**config.mk**
```make
export PLATFORM = sky130hd
export DESIGN_NAME = nth_root_engine_core
export DESIGN_NICKNAME = d
export VERILOG_FILES = /design/src/hdl/nre_pkg.sv /design/src/hdl/nre_limb_mac.sv /design/src/hdl/nre_tgt_limb.sv /design/src/hdl/nth_root_engine_core.sv
export SDC_FILE = /design/constraint.sdc
export NUM_CORES = 2
export LEC_CHECK = 0
export ABC_CLOCK_PERIOD_IN_PS = 21000
export BUFFER_PORTS_ARGS = -buffer_cell sky130_fd_sc_hd__buf_4
export CAP_MARGIN = 20
export CORE_ASPECT_RATIO = 0.8
export CORE_MARGIN = 2
export CORE_UTILIZATION = 60
export CTS_CLUSTER_SIZE = 12
export DETAILED_ROUTE_END_ITERATION = 8
export HOLD_SLACK_MARGIN = 0.1
export PLACE_DENSITY = 0.76
export RECOVER_POWER = 25
export SLEW_MARGIN = 40
export SYNTH_ARGS = -nofsm -noshare
export SYNTH_HDL_FRONTEND = slang
export SYNTH_SLANG_ARGS = --single-unit
export TNS_END_PERCENT = 100
```
**constraint.sdc**
```tcl
create_clock -name i_clk -period 21 [get_ports i_clk]
set_input_delay 1.05 -clock i_clk [delete_from_list [all_inputs] [get_ports i_clk]]
set_output_delay 1.05 -clock i_clk [all_outputs]
set_load 0.02 [all_outputs]
```
**src/hdl/nre_pkg.sv**
```systemverilog
`default_nettype none

package nre_pkg;

    localparam int VALUE_BITS  = 32;
    localparam int DEGREE_BITS = 5;
    localparam int ROOT_W      = 48;
    localparam int LIMB_W      = 32;

    localparam int DEF_FRAC_BITS  = 16;
    localparam int DEF_MAX_DEGREE = 31;

    localparam logic ST_OK   = 1'b0;
    localparam logic ST_FAIL = 1'b1;

    typedef struct packed {
        logic signed [VALUE_BITS-1:0] value;
        logic [DEGREE_BITS-1:0]       degree;
    } t_req;

    typedef struct packed {
        logic signed [ROOT_W-1:0] root;
        logic                     status;
    } t_rsp;

endpackage

`default_nettype wire

```
**src/hdl/nre_limb_mac.sv**
```systemverilog
`default_nettype none

module nre_limb_mac (
    input  wire logic [nre_pkg::LIMB_W-1:0]   i_a,
    input  wire logic [nre_pkg::LIMB_W-1:0]   i_b,
    input  wire logic [nre_pkg::LIMB_W-1:0]   i_acc,
    input  wire logic [nre_pkg::LIMB_W-1:0]   i_cin,
    output logic      [2*nre_pkg::LIMB_W-1:0] o_sum
);
    import nre_pkg::*;

    // a*b + acc + cin always fits in two limbs
    assign o_sum = (2*LIMB_W)'(i_a) * (2*LIMB_W)'(i_b)
                 + (2*LIMB_W)'(i_acc) + (2*LIMB_W)'(i_cin);

endmodule

`default_nettype wire

```
**src/hdl/nre_tgt_limb.sv**
```systemverilog
`default_nettype none

module nre_tgt_limb #(
    parameter int IDX_W = 5,
    parameter int SH_W  = 9
) (
    input  wire logic [nre_pkg::VALUE_BITS-1:0] i_mag,
    input  wire logic [SH_W-1:0]                i_shift,
    input  wire logic [IDX_W-1:0]               i_index,
    output logic      [nre_pkg::LIMB_W-1:0]     o_limb
);
    import nre_pkg::*;

    localparam int DW = IDX_W + SH_W + $clog2(LIMB_W) + 2;
    localparam int PW = VALUE_BITS + 2*LIMB_W;
    localparam int EW = $clog2(PW + 1);

    logic signed [DW-1:0] w_e;
    logic [PW-1:0]        w_pad;
    logic [PW-1:0]        w_sh;

    // limb i_index of (i_mag << i_shift), taken from a zero-padded window
    assign w_pad = {LIMB_W'(0), i_mag, LIMB_W'(0)};
    assign w_e   = $signed(DW'(i_index) * DW'(LIMB_W)) - $signed(DW'(i_shift))
                 + $signed(DW'(LIMB_W));

    always_comb begin
        w_sh   = w_pad >> w_e[EW-1:0];
        o_limb = w_sh[LIMB_W-1:0];
        if (w_e < 0 || w_e > $signed(DW'(VALUE_BITS + LIMB_W))) begin
            o_limb = '0;
        end
    end

endmodule

`default_nettype wire

```
**src/hdl/nth_root_engine_core.sv**
```systemverilog
// nth_root_engine_core
// Request channel (i_req_valid / o_req_ready / i_req): a signed value and a root
// degree. Response channel (o_rsp_valid / i_rsp_ready / o_rsp): the root in signed
// fixed point with FRAC_BITS fraction bits, truncated toward zero, and a status
// bit that flags degree zero, a degree above MAX_DEGREE or an even root of a
// negative value.
// One request is in work at a time; o_req_ready is high only when the sequencer
// is idle. Errors and degree one are answered without a search. Otherwise the
// result bits are found one at a time, top bit first, by raising the trial root
// to the degree with a single shared 32x32 limb multiply-accumulate; each
// multiply is followed by a top-down compare against the target, and a trial
// stops as soon as the power passes the target.
// The response sits in an output register; a new request is accepted while it
// waits, and a finished search holds until that register is free.
// Reset (synchronous, active low) returns the sequencer to idle and drops
// o_rsp_valid.
`default_nettype none

module nth_root_engine_core #(
    parameter int FRAC_BITS  = nre_pkg::DEF_FRAC_BITS,
    parameter int MAX_DEGREE = nre_pkg::DEF_MAX_DEGREE
) (
    input  wire logic          i_clk,
    input  wire logic          i_rst_n,
    input  wire logic          i_req_valid,
    output logic               o_req_ready,
    input  wire nre_pkg::t_req i_req,
    output logic               o_rsp_valid,
    input  wire logic          i_rsp_ready,
    output nre_pkg::t_rsp      o_rsp
);
    import nre_pkg::*;

    localparam int ROOT_BITS = (VALUE_BITS + 1) / 2 + FRAC_BITS;
    localparam int TD        = (ROOT_BITS + LIMB_W - 1) / LIMB_W;
    localparam int LT_MAX    = (VALUE_BITS + FRAC_BITS * MAX_DEGREE + LIMB_W - 1) / LIMB_W;
    localparam int NL        = LT_MAX + TD;
    localparam int IW        = $clog2(NL);
    localparam int LW        = $clog2(NL + 1);
    localparam int KW        = (TD > 1) ? $clog2(TD) : 1;
    localparam int BW        = $clog2(ROOT_BITS);
    localparam int MW        = $clog2(MAX_DEGREE + 1);
    localparam int SHW       = $clog2(FRAC_BITS * MAX_DEGREE + 1);

    localparam logic [2:0] S_IDLE  = 3'd0;
    localparam logic [2:0] S_TRIAL = 3'd1;
    localparam logic [2:0] S_MUL   = 3'd2;
    localparam logic [2:0] S_CMP   = 3'd3;
    localparam logic [2:0] S_DONE  = 3'd4;

    logic [2:0]              r_state, n_state;
    logic [VALUE_BITS-1:0]   r_mag, n_mag;
    logic                    r_neg, n_neg;
    logic [DEGREE_BITS-1:0]  r_m, n_m;
    logic [SHW-1:0]          r_shift, n_shift;
    logic [LW-1:0]           r_lt, n_lt;
    logic [ROOT_BITS-1:0]    r_root, n_root;
    logic [BW-1:0]           r_bit, n_bit;
    logic [LW-1:0]           r_len, n_len;
    logic                    r_src, n_src;
    logic                    r_one, n_one;
    logic [IW-1:0]           r_i, n_i;
    logic [KW-1:0]           r_kd, n_kd;
    logic [LIMB_W-1:0]       r_carry, n_carry;
    logic [MW-1:0]           r_cnt, n_cnt;
    logic [IW-1:0]           r_j, n_j;
    logic                    r_srch, n_srch;
    logic [ROOT_W-1:0]       r_res_root, n_res_root;
    logic                    r_res_status, n_res_status;
    logic                    r_out_valid, n_out_valid;
    t_rsp                    r_out, n_out;

    logic [LIMB_W-1:0]       r_pw0 [NL];
    logic [LIMB_W-1:0]       r_pw1 [NL];

    logic [ROOT_BITS-1:0]    w_t;
    logic [TD*LIMB_W-1:0]    w_t_ext;
    logic [LIMB_W-1:0]       w_dig;
    logic [IW-1:0]           w_addr_s;
    logic [IW-1:0]           w_addr_d;
    logic [LIMB_W-1:0]       w_src_rd;
    logic [LIMB_W-1:0]       w_dst_rd;
    logic [LIMB_W-1:0]       w_mac_a;
    logic [LIMB_W-1:0]       w_mac_acc;
    logic [2*LIMB_W-1:0]     w_mac_sum;
    logic [LIMB_W-1:0]       w_tl;
    logic [LIMB_W-1:0]       w_pl;
    logic                    w_we;
    logic [LIMB_W-1:0]       w_wd;
    logic [LW-1:0]           w_len_nx;
    logic                    w_accept;
    logic                    w_in_neg;
    logic [VALUE_BITS-1:0]   w_in_mag;
    logic                    w_in_err;
    logic [ROOT_W-1:0]       w_pass_root;
    logic [ROOT_W-1:0]       w_srch_root;

    assign o_req_ready = (r_state == S_IDLE);
    assign o_rsp_valid = r_out_valid;
    assign o_rsp       = r_out;
    assign w_accept    = i_req_valid && o_req_ready;

    assign w_t      = r_root | (ROOT_BITS'(1) << r_bit);
    assign w_t_ext  = (TD*LIMB_W)'(w_t);
    assign w_dig    = w_t_ext[LIMB_W*r_kd +: LIMB_W];
    assign w_addr_s = (r_state == S_CMP) ? r_j : r_i;
    assign w_addr_d = r_i + IW'(r_kd);
    assign w_src_rd = r_src ? r_pw1[w_addr_s] : r_pw0[w_addr_s];
    assign w_dst_rd = r_src ? r_pw0[w_addr_d] : r_pw1[w_addr_d];
    assign w_mac_a  = r_one ? ((r_i == '0) ? LIMB_W'(1) : '0) : w_src_rd;
    assign w_mac_acc = (r_kd == '0) ? '0 : w_dst_rd;
    assign w_pl     = (LW'(r_j) < r_len) ? w_src_rd : '0;
    assign w_len_nx = r_len + LW'(TD);

    assign w_in_neg    = i_req.value[VALUE_BITS-1];
    assign w_in_mag    = w_in_neg ? (VALUE_BITS'(0) - i_req.value) : i_req.value;
    assign w_in_err    = (i_req.degree == '0) || (int'(i_req.degree) > MAX_DEGREE)
                       || (w_in_neg && !i_req.degree[0]);
    assign w_pass_root = ROOT_W'(w_in_mag) << FRAC_BITS;
    assign w_srch_root = r_neg ? (ROOT_W'(0) - ROOT_W'(r_root)) : ROOT_W'(r_root);

    nre_limb_mac u_mac (
        .i_a   (w_mac_a),
        .i_b   (w_dig),
        .i_acc (w_mac_acc),
        .i_cin (r_carry),
        .o_sum (w_mac_sum)
    );

    nre_tgt_limb #(
        .IDX_W (IW),
        .SH_W  (SHW)
    ) u_tgt (
        .i_mag   (r_mag),
        .i_shift (r_shift),
        .i_index (r_j),
        .o_limb  (w_tl)
    );

    always_comb begin
        n_state      = r_state;
        n_mag        = r_mag;
        n_neg        = r_neg;
        n_m          = r_m;
        n_shift      = r_shift;
        n_lt         = r_lt;
        n_root       = r_root;
        n_bit        = r_bit;
        n_len        = r_len;
        n_src        = r_src;
        n_one        = r_one;
        n_i          = r_i;
        n_kd         = r_kd;
        n_carry      = r_carry;
        n_cnt        = r_cnt;
        n_j          = r_j;
        n_srch       = r_srch;
        n_res_root   = r_res_root;
        n_res_status = r_res_status;
        n_out        = r_out;
        n_out_valid  = r_out_valid;
        w_we         = 1'b0;
        w_wd         = w_mac_sum[LIMB_W-1:0];

        if (r_out_valid && i_rsp_ready) begin
            n_out_valid = 1'b0;
        end

        case (r_state)
            S_IDLE: begin
                if (w_accept) begin
                    n_mag   = w_in_mag;
                    n_neg   = w_in_neg;
                    n_m     = i_req.degree;
                    n_shift = SHW'(FRAC_BITS * int'(i_req.degree));
                    n_lt    = LW'((VALUE_BITS + FRAC_BITS * int'(i_req.degree) + LIMB_W - 1)
                                  / LIMB_W);
                    n_root  = '0;
                    n_bit   = BW'(ROOT_BITS - 1);
                    n_srch  = 1'b0;
                    if (w_in_err) begin
                        n_res_root   = '0;
                        n_res_status = ST_FAIL;
                        n_state      = S_DONE;
                    end else if (i_req.degree == DEGREE_BITS'(1)) begin
                        n_res_root   = w_in_neg ? (ROOT_W'(0) - w_pass_root) : w_pass_root;
                        n_res_status = ST_OK;
                        n_state      = S_DONE;
                    end else begin
                        n_res_status = ST_OK;
                        n_srch       = 1'b1;
                        n_state      = S_TRIAL;
                    end
                end
            end
            S_TRIAL: begin
                n_one   = 1'b1;
                n_len   = LW'(1);
                n_i     = '0;
                n_kd    = '0;
                n_carry = '0;
                n_cnt   = '0;
                n_state = S_MUL;
            end
            S_MUL: begin
                w_we = 1'b1;
                if (LW'(r_i) < r_len) begin
                    w_wd    = w_mac_sum[LIMB_W-1:0];
                    n_carry = w_mac_sum[2*LIMB_W-1:LIMB_W];
                    n_i     = r_i + IW'(1);
                end else begin
                    w_wd    = r_carry;
                    n_carry = '0;
                    n_i     = '0;
                    if (r_kd == KW'(TD - 1)) begin
                        n_kd    = '0;
                        n_len   = w_len_nx;
                        n_src   = ~r_src;
                        n_one   = 1'b0;
                        n_cnt   = r_cnt + MW'(1);
                        n_j     = IW'(((w_len_nx > r_lt) ? w_len_nx : r_lt) - LW'(1));
                        n_state = S_CMP;
                    end else begin
                        n_kd = r_kd + KW'(1);
                    end
                end
            end
            S_CMP: begin
                if (w_pl > w_tl) begin
                    // power passed the target: trial bit stays clear
                    if (r_bit == '0) begin
                        n_state = S_DONE;
                    end else begin
                        n_bit   = r_bit - BW'(1);
                        n_state = S_TRIAL;
                    end
                end else if (w_pl < w_tl || r_j == '0) begin
                    if (int'(r_cnt) == int'(r_m)) begin
                        n_root = w_t;
                        if (r_bit == '0) begin
                            n_state = S_DONE;
                        end else begin
                            n_bit   = r_bit - BW'(1);
                            n_state = S_TRIAL;
                        end
                    end else begin
                        n_len   = (r_len < r_lt) ? r_len : r_lt;
                        n_i     = '0;
                        n_kd    = '0;
                        n_carry = '0;
                        n_state = S_MUL;
                    end
                end else begin
                    n_j = r_j - IW'(1);
                end
            end
            S_DONE: begin
                if (!r_out_valid || i_rsp_ready) begin
                    n_out.root   = r_srch ? w_srch_root : r_res_root;
                    n_out.status = r_res_status;
                    n_out_valid  = 1'b1;
                    n_state      = S_IDLE;
                end
            end
            default: begin
                n_state = S_IDLE;
            end
        endcase
    end

    always_ff @(posedge i_clk) begin
        if (!i_rst_n) begin
            r_state     <= S_IDLE;
            r_out_valid <= 1'b0;
            r_root      <= '0;
            r_bit       <= '0;
            r_cnt       <= '0;
            r_src       <= 1'b0;
            r_one       <= 1'b0;
            r_len       <= '0;
            r_i         <= '0;
            r_kd        <= '0;
            r_j         <= '0;
            r_srch      <= 1'b0;
        end else begin
            r_state     <= n_state;
            r_out_valid <= n_out_valid;
            r_root      <= n_root;
            r_bit       <= n_bit;
            r_cnt       <= n_cnt;
            r_src       <= n_src;
            r_one       <= n_one;
            r_len       <= n_len;
            r_i         <= n_i;
            r_kd        <= n_kd;
            r_j         <= n_j;
            r_srch      <= n_srch;
        end
    end

    always_ff @(posedge i_clk) begin
        r_mag        <= n_mag;
        r_neg        <= n_neg;
        r_m          <= n_m;
        r_shift      <= n_shift;
        r_lt         <= n_lt;
        r_carry      <= n_carry;
        r_res_root   <= n_res_root;
        r_res_status <= n_res_status;
        r_out        <= n_out;
    end

    // limb store: the destination is the buffer not selected as source
    always_ff @(posedge i_clk) begin
        if (w_we) begin
            if (r_src) begin
                r_pw0[w_addr_d] <= w_wd;
            end else begin
                r_pw1[w_addr_d] <= w_wd;
            end
        end
    end

endmodule

`default_nettype wire
```
==> results.toml <==
[detailed_routing]
wire_per_inst_um = 27.8
finalWirelength_um = 273000
ant_nets = 0
drcViolationCount = 0
first_pass_iters = 9
via_per_inst = 6.36
num_vias = 62200
drt_iter0_drc = 8080

[layout]
fin_nets = 9037
design_area_um2 = 99300
final_cell_mix = "edfxtp_1, nand2_1, inv_1, fa_1, nor2_1"
drive_above_1_share = 0.0984
final_common_cell = "edfxtp_1"
finalNonFillerCells = 9792
area_delta_synth_final_pct = 7.79

[setup_path]
reg2regPathDepth = 34
end_kind = "register"
worstReg2RegEnd = "r_carry[28]"
cp.depth = 34
endpoint = "r_carry[28]"
start_kind = "register"
path_buf_inv = 6
reg2reg_slack_ps = 7120
worstPathArrival_ps = 14400
crit_top_cell = "fa_1"
crit_start = "r_state[1]"
critPathTopFamily = "adder cells"
cpPeakStageDelay_ps = 790
required_ps = 21520
criticalPathCategory = "reg -> reg"
cp_max_fo = 95
cpMaxStageDelayCell = "and2_1"
rr_startpoint = "r_state[1]"

[min_path]
hp-class = "reg -> reg"

[placement]
hpwl_um = 187000
pre_cts_ws_ps = 7320
dp_cells = 9558
portBuffers = 91
place.gp.congestion = 1.00
placed_cell_area_um2 = 95300

[sta]
slew_headroom = -1.40
worstMarginPinSlew_ps = 3600
setup-violations-final = 0
fin_skew_ps = 36.9
rsz0062_at_grt = "no"
clock.fmax_mhz = 72.0
worst_slack_ps = 7120
slew_violations = 776
min_period_over_period = 0.661
min_period_ps = 13880
setup-tns-final_ps = 0
worst_hold_slack_ps = 428
finalHoldViolCount = 0

[pwr]
p_leak_nw = 40.4
vdd_ir_drop_max_uv = 266
cellPowerDensity_nw_per_um2 = 144

[clock_network]
path_clk_slew_ps = 60
cts_hold_buffers = 0
cts_resized = 0
clock-sinks = 1373
clock_latency_ps = 790
htree_levels = 4
clk_path_buf_depth = 3
cts_inserted_buffers = 141
post_cts_buffers = 0
cts_tree = "yes"
root_buffer = "clkbuf_16"

[logic_synthesis]
netlist_area_um2 = 92100
async_flop_share = 0
synth_top_cell_area_share = 0.427
yosys.area.top_type = "edfxtp_1"
syn_avg_cell_area_um2 = 11.9
synth.area.top_cells = "edfxtp_1, fa_1, mux4_2, ha_1, nand2_1"
synth_nets = 9080
synthDistinctLibCells = 78
synth_edf_count = 1309
yosysSeqAreaShare = 0.441
synth-warning-count = 0
synthesis.instances = 7742
synth_seq_cells = 1373
synth_ff_type = "edfxtp_1"

[job]
maxCapViolCount = 22

[grt]
grt_pass1_wl_um = 406000
antenna_found_initial = 10
track_usage = 0.353
grt_max_degree = 121
grt_pass1_vias = 63000
grt.overflow.total = 0

[outcome]
violations = "capacitance limit, slew limit"
status = "finished with violations"

[floorplan]
die_y_um = 354
rows = 128
start_util = 0.605
dieWidth_um = 442
fp.coreArea_um2 = 152000
die_area_um2 = 157000
pin_count = 92
==> worst min path at each step <==
stage	slack [ps]	depth (start not counted)	start	endpoint
6_report	430	0	r_res_status	o_rsp[0]
5_1_grt	450	0	r_res_status	o_rsp[0]
4_1_cts	430	1	i_req[1]	r_m[1]
3_5_place_dp	420	0	r_res_status	o_rsp[0]
3_3_place_gp	400	0	r_res_status	o_rsp[0]
2_1_floorplan	400	0	r_res_status	o_rsp[0]
==> logic make-up (layout without fill, tap and decap cells) <==
family,count (synthesis),in the layout,share of synthesized area
buf+inv,1543,1567,0.0668
other cells,0,11,0
compound gates,619,619,0.0425
simple gates,2454,2454,0.116
mux,290,290,0.0658
flops,1373,1373,0.441
fa+ha+maj,1297,1297,0.252
xor+xnor,166,166,0.0159
==> state kept, by name, indices dropped and copies added (netlist names), 32 cells and up <==
name,flops
r_carry,32
r_res_root,32
r_mag,32
o_rsp,49
r_root,32
r_pw1,576
r_pw0,576
==> metrics by stage <==
| stage | utilization | total power (W) |
|---|---|---|
| 2_1_floorplan | - | 0.00933 |
| 3_3_place_gp | 0.624 | 0.0114 |
| 3_5_place_dp | 0.626 | 0.0117 |
| 4_1_cts | 0.653 | 0.0140 |
| 5_1_grt | 0.652 | 0.0150 |
| 6_report | 0.652 | 0.0143 |
==> power breakdown <==
| part | leakage [nW] | switching [W] | internal, W |
|---|---|---|---|
| combinational | 26.1 | 0.00478 | 0.00178 |
| sequential | 12.3 | 0.0000717 | 0.00535 |
| clock | 2.01 | 0.00105 | 0.00128 |
| total | 40.4 | 0.00590 | 0.00842 |
==> Yosys cell counts, types with 19 or more instances <==
| library cell | n |
|---|---|
| a21o_1 | 67 |
| a21oi_1 | 181 |
| a31oi_1 | 27 |
| and2_1 | 85 |
| and3_1 | 107 |
| buf_1 | 39 |
| buf_2 | 89 |
| buf_4 | 56 |
| clkbuf_1 | 266 |
| dfxtp_1 | 64 |
| edfxtp_1 | 1309 |
| fa_1 | 930 |
| ha_1 | 367 |
| inv_1 | 1086 |
| mux2i_1 | 34 |
| mux4_2 | 252 |
| nand2_1 | 1184 |
| nand2b_1 | 25 |
| nand3_1 | 287 |
| nand4_1 | 64 |
| nor2_1 | 555 |
| nor2b_1 | 23 |
| nor3_1 | 32 |
| o21ai_0 | 149 |
| o31ai_1 | 19 |
| or3_1 | 32 |
| xnor2_1 | 95 |
| xor2_1 | 70 |
==> per-layer routing <==
layer | track usage | routed length, um | share of wire
met3 | 0.130 | 41500 | 0.15
met2 | 0.502 | 116000 | 0.43
met1 | 0.501 | 103000 | 0.38
met4 | 0.135 | 11300 | 0.041
met5 | 0 | 430 | 0.0016
==> worst reg2reg max path: cells and delay by family, from the launching register on <==
| family | cells | cell delay (ps) |
|---|---|---|
| adder cells (fa/ha/maj) | 9 | 4500 |
| AND/OR/NAND/NOR | 10 | 3420 |
| AO/OA/AOI/OAI | 8 | 2640 |
| buffers and inverters | 6 | 2150 |
| flip-flops | 1 | 550 |
| multiplexers | 1 | 380 |
==> final cells by class <==
class | instances | area [um^2]
fill | 11200 | 53000
multi-input combinational | 4826 | 46000
sequential | 1373 | 40600
inverter | 1087 | 4080
clock buffer | 172 | 3710
tap | 2015 | 2520
timing repair buffer | 270 | 1900
clock inverter | 38 | 438
antenna | 11 | 27.5
Power figures use the tool's default switching activity.
